`src/design/assert_macros.svh`:
```
// Assertion macros shared by the mirror/sepia pixel pipeline RTL.
// Each macro expects clk and rst_n in the scope of the module that uses it.
`ifndef ASSERT_MACROS_SVH
`define ASSERT_MACROS_SVH

// Check that a property holds at every clock edge outside reset.
`define MSP_ASSERT(label, prop, msg) \
    label: assert property (@(posedge clk) disable iff (!rst_n) (prop)) \
        else $error(msg);

// Check that a condition leads to another one in the following cycle.
`define MSP_ASSERT_NEXT(label, pre, post, msg) \
    label: assert property (@(posedge clk) disable iff (!rst_n) (pre) |=> (post)) \
        else $error(msg);

`endif

```
`src/design/msp_pkg.sv`:
```
// Shared types, constants and register codes of the mirror/sepia pixel pipeline.
// Used by every module of the block; depends on nothing.
`default_nettype none

package msp_pkg;

    localparam int MAX_WIDTH  = 1024;
    localparam int COL_W      = $clog2(MAX_WIDTH);
    localparam int ADDR_W     = COL_W + 1;
    localparam int CNT_W      = COL_W + 1;
    localparam int LW_W       = 11;
    localparam int LW_RESET   = 640;
    localparam int CFG_IDX_W  = 2;
    localparam int CFG_DATA_W = 11;

    localparam logic [CFG_IDX_W-1:0] CFG_MIRROR = 2'd0;
    localparam logic [CFG_IDX_W-1:0] CFG_SEPIA  = 2'd1;
    localparam logic [CFG_IDX_W-1:0] CFG_WIDTH  = 2'd2;

    localparam logic KIND_PIXEL = 1'b0;
    localparam logic KIND_DRAIN = 1'b1;

    localparam int FIFO_DEPTH = 4;
    localparam int FIFO_PTR_W = $clog2(FIFO_DEPTH);
    localparam int OCC_W      = FIFO_PTR_W + 1;

    localparam int CHAN_MAX  = 255;
    localparam int FRAC_W    = 16;
    localparam int SUM_W     = 25;

    localparam int COEF_RR = 25756;
    localparam int COEF_RG = 50397;
    localparam int COEF_RB = 12386;
    localparam int COEF_GR = 22872;
    localparam int COEF_GG = 44958;
    localparam int COEF_GB = 11010;
    localparam int COEF_BR = 17826;
    localparam int COEF_BG = 34996;
    localparam int COEF_BB = 8585;

    typedef struct packed {
        logic [7:0] blue;
        logic [7:0] green;
        logic [7:0] red;
    } pixel_t;

    typedef struct packed {
        logic   last;
        pixel_t pixel;
    } out_beat_t;

endpackage

`default_nettype wire

```
`src/design/msp_sepia.sv`:
```
// Sepia color stage: registered matrix sums, then truncation and saturation; bypassed when off.
// Depends on msp_pkg for coefficients, pixel and beat types.
`default_nettype none

module msp_sepia (
    input  wire logic               clk,
    input  wire logic               rst_n,
    input  wire logic               sepia_en,
    input  wire logic               in_valid,
    input  wire msp_pkg::out_beat_t in_beat,
    output logic                    out_valid,
    output msp_pkg::out_beat_t      out_beat
);
    import msp_pkg::*;

    logic             valid_reg;
    logic             sepia_reg;
    out_beat_t        beat_reg;
    logic [SUM_W-1:0] sum_r_reg;
    logic [SUM_W-1:0] sum_g_reg;
    logic [SUM_W-1:0] sum_b_reg;
    logic [SUM_W-1:0] sum_r_next;
    logic [SUM_W-1:0] sum_g_next;
    logic [SUM_W-1:0] sum_b_next;
    logic [SUM_W-1:0] red_w;
    logic [SUM_W-1:0] green_w;
    logic [SUM_W-1:0] blue_w;

    function automatic logic [7:0] sat_channel(input logic [SUM_W-1:0] sum);
        logic [SUM_W-FRAC_W-1:0] v;
        begin
            v = sum[SUM_W-1:FRAC_W];
            sat_channel = (v > (SUM_W-FRAC_W)'(CHAN_MAX)) ? 8'(CHAN_MAX) : v[7:0];
        end
    endfunction

    always_comb
    begin
        red_w      = SUM_W'(in_beat.pixel.red);
        green_w    = SUM_W'(in_beat.pixel.green);
        blue_w     = SUM_W'(in_beat.pixel.blue);
        sum_r_next = SUM_W'(COEF_RR) * red_w + SUM_W'(COEF_RG) * green_w
                   + SUM_W'(COEF_RB) * blue_w;
        sum_g_next = SUM_W'(COEF_GR) * red_w + SUM_W'(COEF_GG) * green_w
                   + SUM_W'(COEF_GB) * blue_w;
        sum_b_next = SUM_W'(COEF_BR) * red_w + SUM_W'(COEF_BG) * green_w
                   + SUM_W'(COEF_BB) * blue_w;
    end

    always_ff @(posedge clk or negedge rst_n)
    begin
        if (!rst_n)
        begin
            valid_reg <= 1'b0;
        end
        else
        begin
            valid_reg <= in_valid;
        end
    end

    always_ff @(posedge clk)
    begin
        sepia_reg <= sepia_en;
        beat_reg  <= in_beat;
        sum_r_reg <= sum_r_next;
        sum_g_reg <= sum_g_next;
        sum_b_reg <= sum_b_next;
    end

    always_comb
    begin
        out_beat = beat_reg;
        if (sepia_reg)
        begin
            out_beat.pixel.red   = sat_channel(sum_r_reg);
            out_beat.pixel.green = sat_channel(sum_g_reg);
            out_beat.pixel.blue  = sat_channel(sum_b_reg);
        end
    end

    assign out_valid = valid_reg;

endmodule

`default_nettype wire

```
`config.mk`:
```
export PLATFORM = sky130hd
export DESIGN_NAME = msp_sepia
export DESIGN_NICKNAME = d
export VERILOG_FILES = /design/src/design/assert_macros.svh /design/src/design/msp_pkg.sv /design/src/design/msp_sepia.sv
export SDC_FILE = /design/constraint.sdc
export NUM_CORES = 1
export LEC_CHECK = 0
export ABC_AREA = 1
export BUFFER_PORTS_ARGS = -buffer_cell sky130_fd_sc_hd__buf_2
export CORE_MARGIN = 4
export CORE_UTILIZATION = 53
export DETAILED_ROUTE_END_ITERATION = 10
export MAX_ROUTING_LAYER = met4
export PLACE_DENSITY = 0.69
export SLEW_MARGIN = 20
export SYNTH_ARGS = -nofsm -noshare
export SYNTH_HDL_FRONTEND = slang
export SYNTH_SLANG_ARGS = --single-unit
```
`constraint.sdc`:
```
create_clock -name clk -period 1.45 [get_ports clk]
set_input_delay 0.29 -clock clk [delete_from_list [all_inputs] [get_ports clk]]
set_output_delay 0.29 -clock clk [all_outputs]
set_load 0.005 [all_outputs]
```
==> flow_summary.toml <==
[yosys]
mappedNetlistNets = 3343
synth-compound-area-share = 0.0893
netlist_instances = 2621
synth.yosys.seq_area_share = 0.0545
synth_top_family_by_area = "adder cells"
synthSimpleGateAreaFrac = 0.184
synth_area_leaders = "sky130_fd_sc_hd__ha_1 29%, sky130_fd_sc_hd__fa_1 24%, sky130_fd_sc_hd__inv_1 11%, sky130_fd_sc_hd__nand2_1 9.8%, sky130_fd_sc_hd__dfxtp_1 5.3%"
yosysUniqueCellTypes = 38
synth_top_area_share = 0.285
yosys.area.top_type = "sky130_fd_sc_hd__ha_1"
yosys.area_share.xor_xnor = 0.0365
postSynthAreaPerCell_um2 = 7.60
yosys_warnings = 0
yosys.area_share.adder = 0.526
cell_area_after_synthesis_um2 = 19900
seq_cells_post_synth = 54
muxShareOfSynthArea = 0

[clock_network]
ctsHtreeMaxLevel = 2
tritoncts = "yes"
clock_sinks = 54
clk_path_buf_depth = 2
inserted_clock_buffers = 5
worst_setup_hold_path_clk_slew_ns = 0.10
clockRootBuffer = "sky130_fd_sc_hd__clkbuf_16"

[route]
vias = 19800
drt_first_pass_iters = 7
drc_errors = 0
first_iter_violations = 1226
route.final.wire_length_mm = 70.7
detail_route.vias_per_cell = 5.26
wire_per_inst_um = 18.8
antenna_left = 0

[global_route]
first_global_vias = 20300
grt_first_pass_wirelength_mm = 108
antenna_found_initial = 1
grt_overflow = 0
groute.usage.overall = 0.344
grt_max_degree = 22

[sta]
hold_viol_final = 0
setup_viol = 51
timing.final.ws_setup_ns = -4.80
final.min_clock_period_ns = 6.25
timing.max_slew.rel_slack = 0.676
clock.fmax_mhz = 160
grt_setup_unrepaired = "true"
timing.hold.ws_ns = 0.0359
pin_slew_with_the_least_headroom_to_its_limit_ns = 0.485
final-max-slew-violation-count = 0
setup_tns_ns = -120.76
min_period_over_period = 4.31

[flow_run]
max_cap_viol_count = 0

[place]
placed_cells_incl_taps = 3718
placement.setup.worst_slack_ns = -5.25
gpl.final_weighted_congestion = 1.01
io_buffer_count = 54
dp_hpwl_mm = 59.7

[critical_path]
timing.critical_path.from_type = "primary input"
critical-path-slowest-cell = "sky130_fd_sc_hd__fa_2"
endpoint_kind = "flip-flop"
cpPeakStageDelay_ns = 0.61
setup.worst_path.class = "in -> reg"
worst_path_most_repeated_cell = "sky130_fd_sc_hd__fa_1"
timing.critical_path.required_ns = 1.71
crit_path_max_fo = 4
arrival_ns = 6.51

[floorplan]
die-height_um = 202
placementRows = 70
die_area_um2 = 40700
die_x_um = 202
core_region_area_um2 = 36900
io-pin-count = 55
floorplan.initialDensity = 0.540

[cells_and_area]
final_cells = 3769
layout-area-overhead-vs-synth_pct = 39.1
num-fill-cells = 2844
finalNetCount = 3985
largest_reg_flops = 22
drive_above_1_share = 0.314

[outcome]
status = "finished with violations"
failed_checks = "setup timing"

[worst_hold_path]
hold_path.class = "in -> reg"
[synth_stat cells (all sizes together)]
| library cell | count |
|---|---|
| inv | 577 |
| nand2 | 531 |
| ha | 454 |
| fa | 239 |
| nor2 | 178 |
| a21oi | 174 |
| o21ai | 106 |
| nand3 | 105 |
| xor2 | 58 |
| dfxtp | 53 |
| nand4 | 33 |
| xnor2 | 25 |
| nor3 | 19 |
| a21o | 18 |
| o21bai | 16 |
| nand3b | 6 |
| a31oi | 5 |
| or2 | 5 |
| a21boi | 4 |
| clkbuf | 4 |
| o21a | 3 |
| and2 | 2 |
| nor4 | 2 |
| a41oi | 1 |
| buf | 1 |
| dfrtp | 1 |
| o211ai | 1 |
[logic make-up after synthesis]
kind of cell	after synthesis
simple gates	881
fa+ha+maj	693
buf+inv	582
compound gates	328
xor+xnor	83
flops	54
[cell type report]
type                       count  area [um2]  area share
inverter                     577        2180      0.0786
clock inverter                 2        17.5    0.000632
antenna                        1        2.50   0.0000903
clock buffer                   6         129     0.00465
tap                          504         631      0.0228
sequential                    54        1090      0.0394
timing repair buffer         640        4980       0.180
multi-input combinational   1985       18700       0.674
[routing by layer]
metal	share of wire	wire, um	GRT usage	vias up
li1	-	-	-	9628
met5	0	0	-	-
met4	0.047	3320	0.125	0
met2	0.48	33600	0.567	602
met3	0.058	4100	0.0411	179
met1	0.42	29700	0.439	9433
[cells in the final DEF, fill, tap and decap left out, drive strengths merged, types with 2 or more instances in the layout]
cell and n:
nand3b 6, o21ai 106, or2 5, nand4 33
o21a 3, nor3 19, xnor2 25, a21o 18
dfxtp 53, a21oi 174, nand2 531, clkbuf 9
inv 578, nor2 178, fa 239, a31oi 5
nor4 2, and2 2, a21boi 4, buf 636
ha 454, nand3 105, xor2 58, o21bai 16
[path summary, 6_finish.rpt]
check	to	slack, ns	from	depth (start not counted)
min in group asynchronous	out_valid$_DFF_PN0_	0.24	rst_n	2
max	sum_r_reg[18]$_DFF_P_	-4.80	in_beat[6]	29
min	out_beat[24]$_DFF_P_	0.04	in_beat[24]	1
max in group asynchronous	out_valid$_DFF_PN0_	1.13	rst_n	2
[critical path, delay by kind of cell]
kind | cells | cell delay, ns
simple gates | 7 | 0.56
buf+inv | 7 | 0.39
compound gates | 3 | 0.53
fa+ha+maj | 11 | 4.57
xor+xnor | 1 | 0.20
[through the flow]
step,instance area [um2],util
after global placement,25600,0.693
after CTS,26500,0.718
final,27700,0.751
after global routing,27700,0.751
after detailed placement,25600,0.693
after floorplan,20600,-
[timing repair]
item / CTS / global route
hold endpoints to repair: 1 / 0
endpoints found under the setup margin: 51 / 51
pin swaps: 104 / 164
cloned: 1 / 4
resized for setup: 156 / 251
buffers inserted: 15 / 26
hold buffers: 1 / 0
Power is not shown: default switching activity piles up to over one toggle a cycle in this logic, so the estimate is an artifact.
