File: config.mk
export PLATFORM = sky130hd
export DESIGN_NAME = msp_out_fifo
export DESIGN_NICKNAME = d
export VERILOG_FILES = /design/src/design/msp_pkg.sv /design/src/design/msp_out_fifo.sv
export VERILOG_INCLUDE_DIRS = /design/src /design/src/design
export SDC_FILE = /design/constraint.sdc
export NUM_CORES = 1
export LEC_CHECK = 0
export ABC_AREA = 1
export BUFFER_PORTS_ARGS = -buffer_cell sky130_fd_sc_hd__buf_2
export CORE_MARGIN = 1
export CORE_UTILIZATION = 30
export CTS_CLUSTER_DIAMETER = 50
export DETAILED_ROUTE_END_ITERATION = 8
export PLACE_DENSITY = 0.55
export SLEW_MARGIN = 5
export SYNTH_ARGS = -nofsm -noshare
export SYNTH_HDL_FRONTEND = slang
export SYNTH_SLANG_ARGS = --single-unit
File: constraint.sdc
create_clock -name clk -period 4.2 [get_ports clk]
set_input_delay 0.84 -clock clk [delete_from_list [all_inputs] [get_ports clk]]
set_output_delay 0.84 -clock clk [all_outputs]
set_load 0.03 [all_outputs]
File: src/design/assert_macros.svh
// Assertion macros shared by the mirror/sepia pixel pipeline RTL.
// Each macro expects clk and rst_n in the scope of the module that uses it.
`ifndef ASSERT_MACROS_SVH
`define ASSERT_MACROS_SVH

// Check that a property holds at every clock edge outside reset.
`define MSP_ASSERT(label, prop, msg) \
    label: assert property (@(posedge clk) disable iff (!rst_n) (prop)) \
        else $error(msg);

// Check that a condition leads to another one in the following cycle.
`define MSP_ASSERT_NEXT(label, pre, post, msg) \
    label: assert property (@(posedge clk) disable iff (!rst_n) (pre) |=> (post)) \
        else $error(msg);

`endif

File: src/design/msp_pkg.sv
// Shared types, constants and register codes of the mirror/sepia pixel pipeline.
// Used by every module of the block; depends on nothing.
`default_nettype none

package msp_pkg;

    localparam int MAX_WIDTH  = 1024;
    localparam int COL_W      = $clog2(MAX_WIDTH);
    localparam int ADDR_W     = COL_W + 1;
    localparam int CNT_W      = COL_W + 1;
    localparam int LW_W       = 11;
    localparam int LW_RESET   = 640;
    localparam int CFG_IDX_W  = 2;
    localparam int CFG_DATA_W = 11;

    localparam logic [CFG_IDX_W-1:0] CFG_MIRROR = 2'd0;
    localparam logic [CFG_IDX_W-1:0] CFG_SEPIA  = 2'd1;
    localparam logic [CFG_IDX_W-1:0] CFG_WIDTH  = 2'd2;

    localparam logic KIND_PIXEL = 1'b0;
    localparam logic KIND_DRAIN = 1'b1;

    localparam int FIFO_DEPTH = 4;
    localparam int FIFO_PTR_W = $clog2(FIFO_DEPTH);
    localparam int OCC_W      = FIFO_PTR_W + 1;

    localparam int CHAN_MAX  = 255;
    localparam int FRAC_W    = 16;
    localparam int SUM_W     = 25;

    localparam int COEF_RR = 25756;
    localparam int COEF_RG = 50397;
    localparam int COEF_RB = 12386;
    localparam int COEF_GR = 22872;
    localparam int COEF_GG = 44958;
    localparam int COEF_GB = 11010;
    localparam int COEF_BR = 17826;
    localparam int COEF_BG = 34996;
    localparam int COEF_BB = 8585;

    typedef struct packed {
        logic [7:0] blue;
        logic [7:0] green;
        logic [7:0] red;
    } pixel_t;

    typedef struct packed {
        logic   last;
        pixel_t pixel;
    } out_beat_t;

endpackage

`default_nettype wire

File: src/design/msp_out_fifo.sv
// Four-entry output queue that decouples the pipeline from the master side.
// Depends on msp_pkg for the beat type and depth, and on assert_macros.svh.
`default_nettype none
`include "assert_macros.svh"

module msp_out_fifo (
    input  wire logic               clk,
    input  wire logic               rst_n,
    input  wire logic               wr_valid,
    input  wire msp_pkg::out_beat_t wr_data,
    output logic                    rd_valid,
    input  wire logic               rd_ready,
    output msp_pkg::out_beat_t      rd_data
);
    import msp_pkg::*;

    out_beat_t             entries [FIFO_DEPTH];
    logic [FIFO_PTR_W-1:0] wr_ptr_reg;
    logic [FIFO_PTR_W-1:0] wr_ptr_next;
    logic [FIFO_PTR_W-1:0] rd_ptr_reg;
    logic [FIFO_PTR_W-1:0] rd_ptr_next;
    logic [OCC_W-1:0]      count_reg;
    logic [OCC_W-1:0]      count_next;
    logic                  rd_fire;

    assign rd_valid = (count_reg != '0);
    assign rd_fire  = rd_valid & rd_ready;
    assign rd_data  = entries[rd_ptr_reg];

    always_comb
    begin
        wr_ptr_next = wr_valid ? wr_ptr_reg + FIFO_PTR_W'(1) : wr_ptr_reg;
        rd_ptr_next = rd_fire ? rd_ptr_reg + FIFO_PTR_W'(1) : rd_ptr_reg;
        count_next  = count_reg + OCC_W'(wr_valid) - OCC_W'(rd_fire);
    end

    always_ff @(posedge clk or negedge rst_n)
    begin
        if (!rst_n)
        begin
            wr_ptr_reg <= '0;
            rd_ptr_reg <= '0;
            count_reg  <= '0;
        end
        else
        begin
            wr_ptr_reg <= wr_ptr_next;
            rd_ptr_reg <= rd_ptr_next;
            count_reg  <= count_next;
        end
    end

    always_ff @(posedge clk)
    begin
        if (wr_valid)
        begin
            entries[wr_ptr_reg] <= wr_data;
        end
    end

    `MSP_ASSERT(a_no_overflow, !(wr_valid && !rd_fire && count_reg == OCC_W'(FIFO_DEPTH)), "output queue overflow")
    `MSP_ASSERT(a_count_bound, count_reg <= OCC_W'(FIFO_DEPTH), "output queue count out of range")
    `MSP_ASSERT(a_ptr_gap, (wr_ptr_reg - rd_ptr_reg) == count_reg[FIFO_PTR_W-1:0], "queue pointers disagree with count")

endmodule

`default_nettype wire

==> impl_metrics.csv <==
group,metric,value,unit
run_status,outcome,"completed",
route,routedWlPerCell,13.2,microns
place,portBuffers,54,
die,die_area,0.0150,sq mm
cts,cts_tree,"yes",
timing,slew_headroom,22.3,%
cts,clk_pin_slew,0.07,ns
final_layout,area_delta_synth_final,16.3,%
timing,period_minus_slack,3.06,ns
yosys,yosysWarningCount,0,
cts,cts_max_level,3,
global_routing,grt_use_total,11.9,%
yosys,synthFlopType,"edfxtp_1",
yosys,synth.most_common_cell,"edfxtp_1",
yosys,avgSynthCellArea,11.8,sq um
yosys,synth_xor_xnor_area_share,0.603,%
final_layout,finalNetCount,456,
power_and_ir_drop,p_clk_share,22.3,%
yosys,synth_cell_types,17,
yosys,yosysTopAreaCell,"edfxtp_1",
critical_path,worstPathArrival,2.22,ns
timing,slew_viol_final,0,
global_routing,antenna_found_initial,0,
critical_path,crit_fanout,45,
yosys,synthTopCellsByCount,"edfxtp_1 (100), nand2_1 (91), nor2_1 (51)",
power_and_ir_drop,seqPwrFrac,40.6,%
route,wirelength,7.96,mm
timing,fmax,326,MHz
die,core,0.0140,sq mm
critical_path,r2r_cells,11,
place,dp_hpwl,4.80,mm
yosys,synth_edf_count,100,
route,dr.pass1.iters,4,
hold_path,hold_class,"input pin to asynchronous set/reset pin",
critical_path,cp_slowest_cell,"dfrtp_2",
global_routing,grt_overflow,0,
yosys,syn_area,0.00436,sq mm
cts,cts_buffers,9,
cts,clock-root-buffer,"clkbuf_16",
power_and_ir_drop,sw_frac_of_total,39.8,%
critical_path,slowest_delay,0.85,ns
timing,hold_violations,0,
place,place_inst,589,
die,die_h,123,microns
yosys,async_flop_share,6.54,%
critical_path,worstPathCellList,"buf_4 -> nor2_1 -> nor2_1 -> o21ai_0 -> nand2_1 -> buf_2",
power_and_ir_drop,internal-power,2.26,mW
die,start_util,31.0,%
yosys,synth.mux.area_fraction,0,%
timing,hold_slack,0.332,ns
cts,clkSinkCount,107,
critical_path,worst_setup_path_start_kind,"flop",
place,place_congestion,0.696,
yosys,synth_top_family_by_area,"simple AND/OR/NAND/NOR gates",
cts,insertion_delay,0.34,ns
route,route.detailed.drc,0,
cts,post_cts_buffers,0,
global_routing,grt_first_pass_wirelength,13.0,mm
timing,finalClockSkew,0.00431,ns
timing,final.period_utilization,72.9,%
route,first_iter_violations,194,
cts,cts_resized,0,
route,vias,2535,
final_layout,fin_area,0.00507,sq mm
die,num_rows,43,
global_routing,grt_max_degree,52,
yosys,yosysSeqAreaShare,72.9,%
critical_path,critPathKind,"flop to output port",
die,ioPinCount,55,
flow_run,drv_cap,0,
final_layout,final_cells,605,
timing,finalSetupViolations,0,
timing,worst_pin_slew,1.16,ns
power_and_ir_drop,p_per_area,741,mW/mm^2
yosys,synth_fa_ha_area_share,2.18,%
power_and_ir_drop,fin_total_pwr,3.76,mW
timing,rsz0062_at_grt,"no",
route,viasPerCell,4.19,
yosys,synth_compound_area_share,5.86,%
cts,hold_buffers,0,
power_and_ir_drop,p_sw,1.50,mW
critical_path,worst_ep_required_time,3.36,ns
cts,clockBufferDepth,2,
die,die_x,123,microns
final_layout,diodes,0,
yosys,ys_ff_latch,107,
yosys,yosys.area_share.simple,12.5,%
route,drt.antenna.violating_nets,0,
final_layout,drive_above_1_share,17.6,%
critical_path,crit_top_cell,"nor2_1",
critical_path,end_kind,"output port",
power_and_ir_drop,leakage,2.08,nW
global_routing,grt_pass1_vias,2480,
yosys,synth_fp_nets,405,
power_and_ir_drop,peakVddDrop,0.000269,V
yosys,synth.area.top_cells,"edfxtp_1 (69%), nand2_1 (7.8%), nor2_1 (4.4%)",
power_and_ir_drop,p_comb_share,37.1,%
place,place_area,0.00477,sq mm
yosys,postSynthCellCount,369,
yosys,yosysTopAreaCellShare,68.9,%
timing,setup_tns,0,ns
final_layout,largest_reg_flops,100,
## cells in the final DEF (no fill, tap or decap)
master      instances
clkbuf_1            1
clkinv_4            2
clkbuf_16           9
buf_2              54
xor2_1              2
o21ai_1            30
o21ai_0            21
nor2_1             51
bufinv_16           1
edfxtp_1          100
dfrtp_1             6
inv_1              38
buf_4               3
clkinvlp_4          1
dfrtp_2             1
inv_6               2
xnor2_1             1
inv_2               2
nand3_1             2
ha_1                6
fa_1                1
nand2_1            91
## logic make-up (layout without fill, tap and decap cells)
logic type | Yosys count | after routing
AOI/OAI and AO/OA | 51 | 51
xor gates and xnor gates | 3 | 3
adders and majority gates | 7 | 7
buffers and inverters | 57 | 113
DFF | 107 | 107
and+or+nand+nor | 144 | 144
## critical path: cells and delay by family, from the launching register on
kind,cells,cell delay [ns]
flip-flops,1,0.85
buffers and inverters,2,0.63
AND/OR/NAND/NOR,3,0.27
AO/OA/AOI/OAI,1,0.11
## metrics by stage
step / util, % / setup WS (ns)
after floorplan: - / 2.03
after global placement: 33.9 / 1.52
after detailed placement: 33.9 / 1.49
after CTS: 36.1 / 1.11
after global routing: 36.1 / 0.855
final: 36.1 / 1.14
## per-layer routing
metal	track usage (%)	up-vias	wire length, microns
li1	-	1318	-
met1	14.4	1166	3640
met2	19.6	47	3910
met3	4.37	4	367
met4	3.81	0	47
met5	0	-	0
## worst paths after layout
check	startpoint	end	slack, ns
hold reg to reg	rd_ptr_reg[1]	rd_ptr_reg[1]	0.50
setup reg to reg	count_reg[1]	count_reg[2]	2.14
hold / removal	rst_n	wr_ptr_reg[0]	0.33
setup / recovery	rd_ptr_reg[0]	rd_data[3]	1.14
max in group asynchronous	rst_n	rd_ptr_reg[0]	3.68
min in group clk	rd_ptr_reg[1]	rd_ptr_reg[1]	0.50
## power by group through the flow
stage | logic (mW) | clock network [mW] | registers (mW)
floorplan | 1.13 | 0 | 1.48
global placement | 1.40 | 0 | 1.55
detailed placement | 1.42 | 0 | 1.55
CTS | 1.43 | 0.864 | 1.53
global route | 1.57 | 0.896 | 1.56
finish | 1.39 | 0.839 | 1.53
## area by class of cell
type	instances	area, sq um
multi-input combinational	205	920
sequential	107	3180
tap	180	225
timing repair buffer	57	293
clock inverter	6	72.6
clock buffer	10	229
fill	1344	8970
inverter	40	150
No activity file was read; power rests on OpenSTA's default activity.
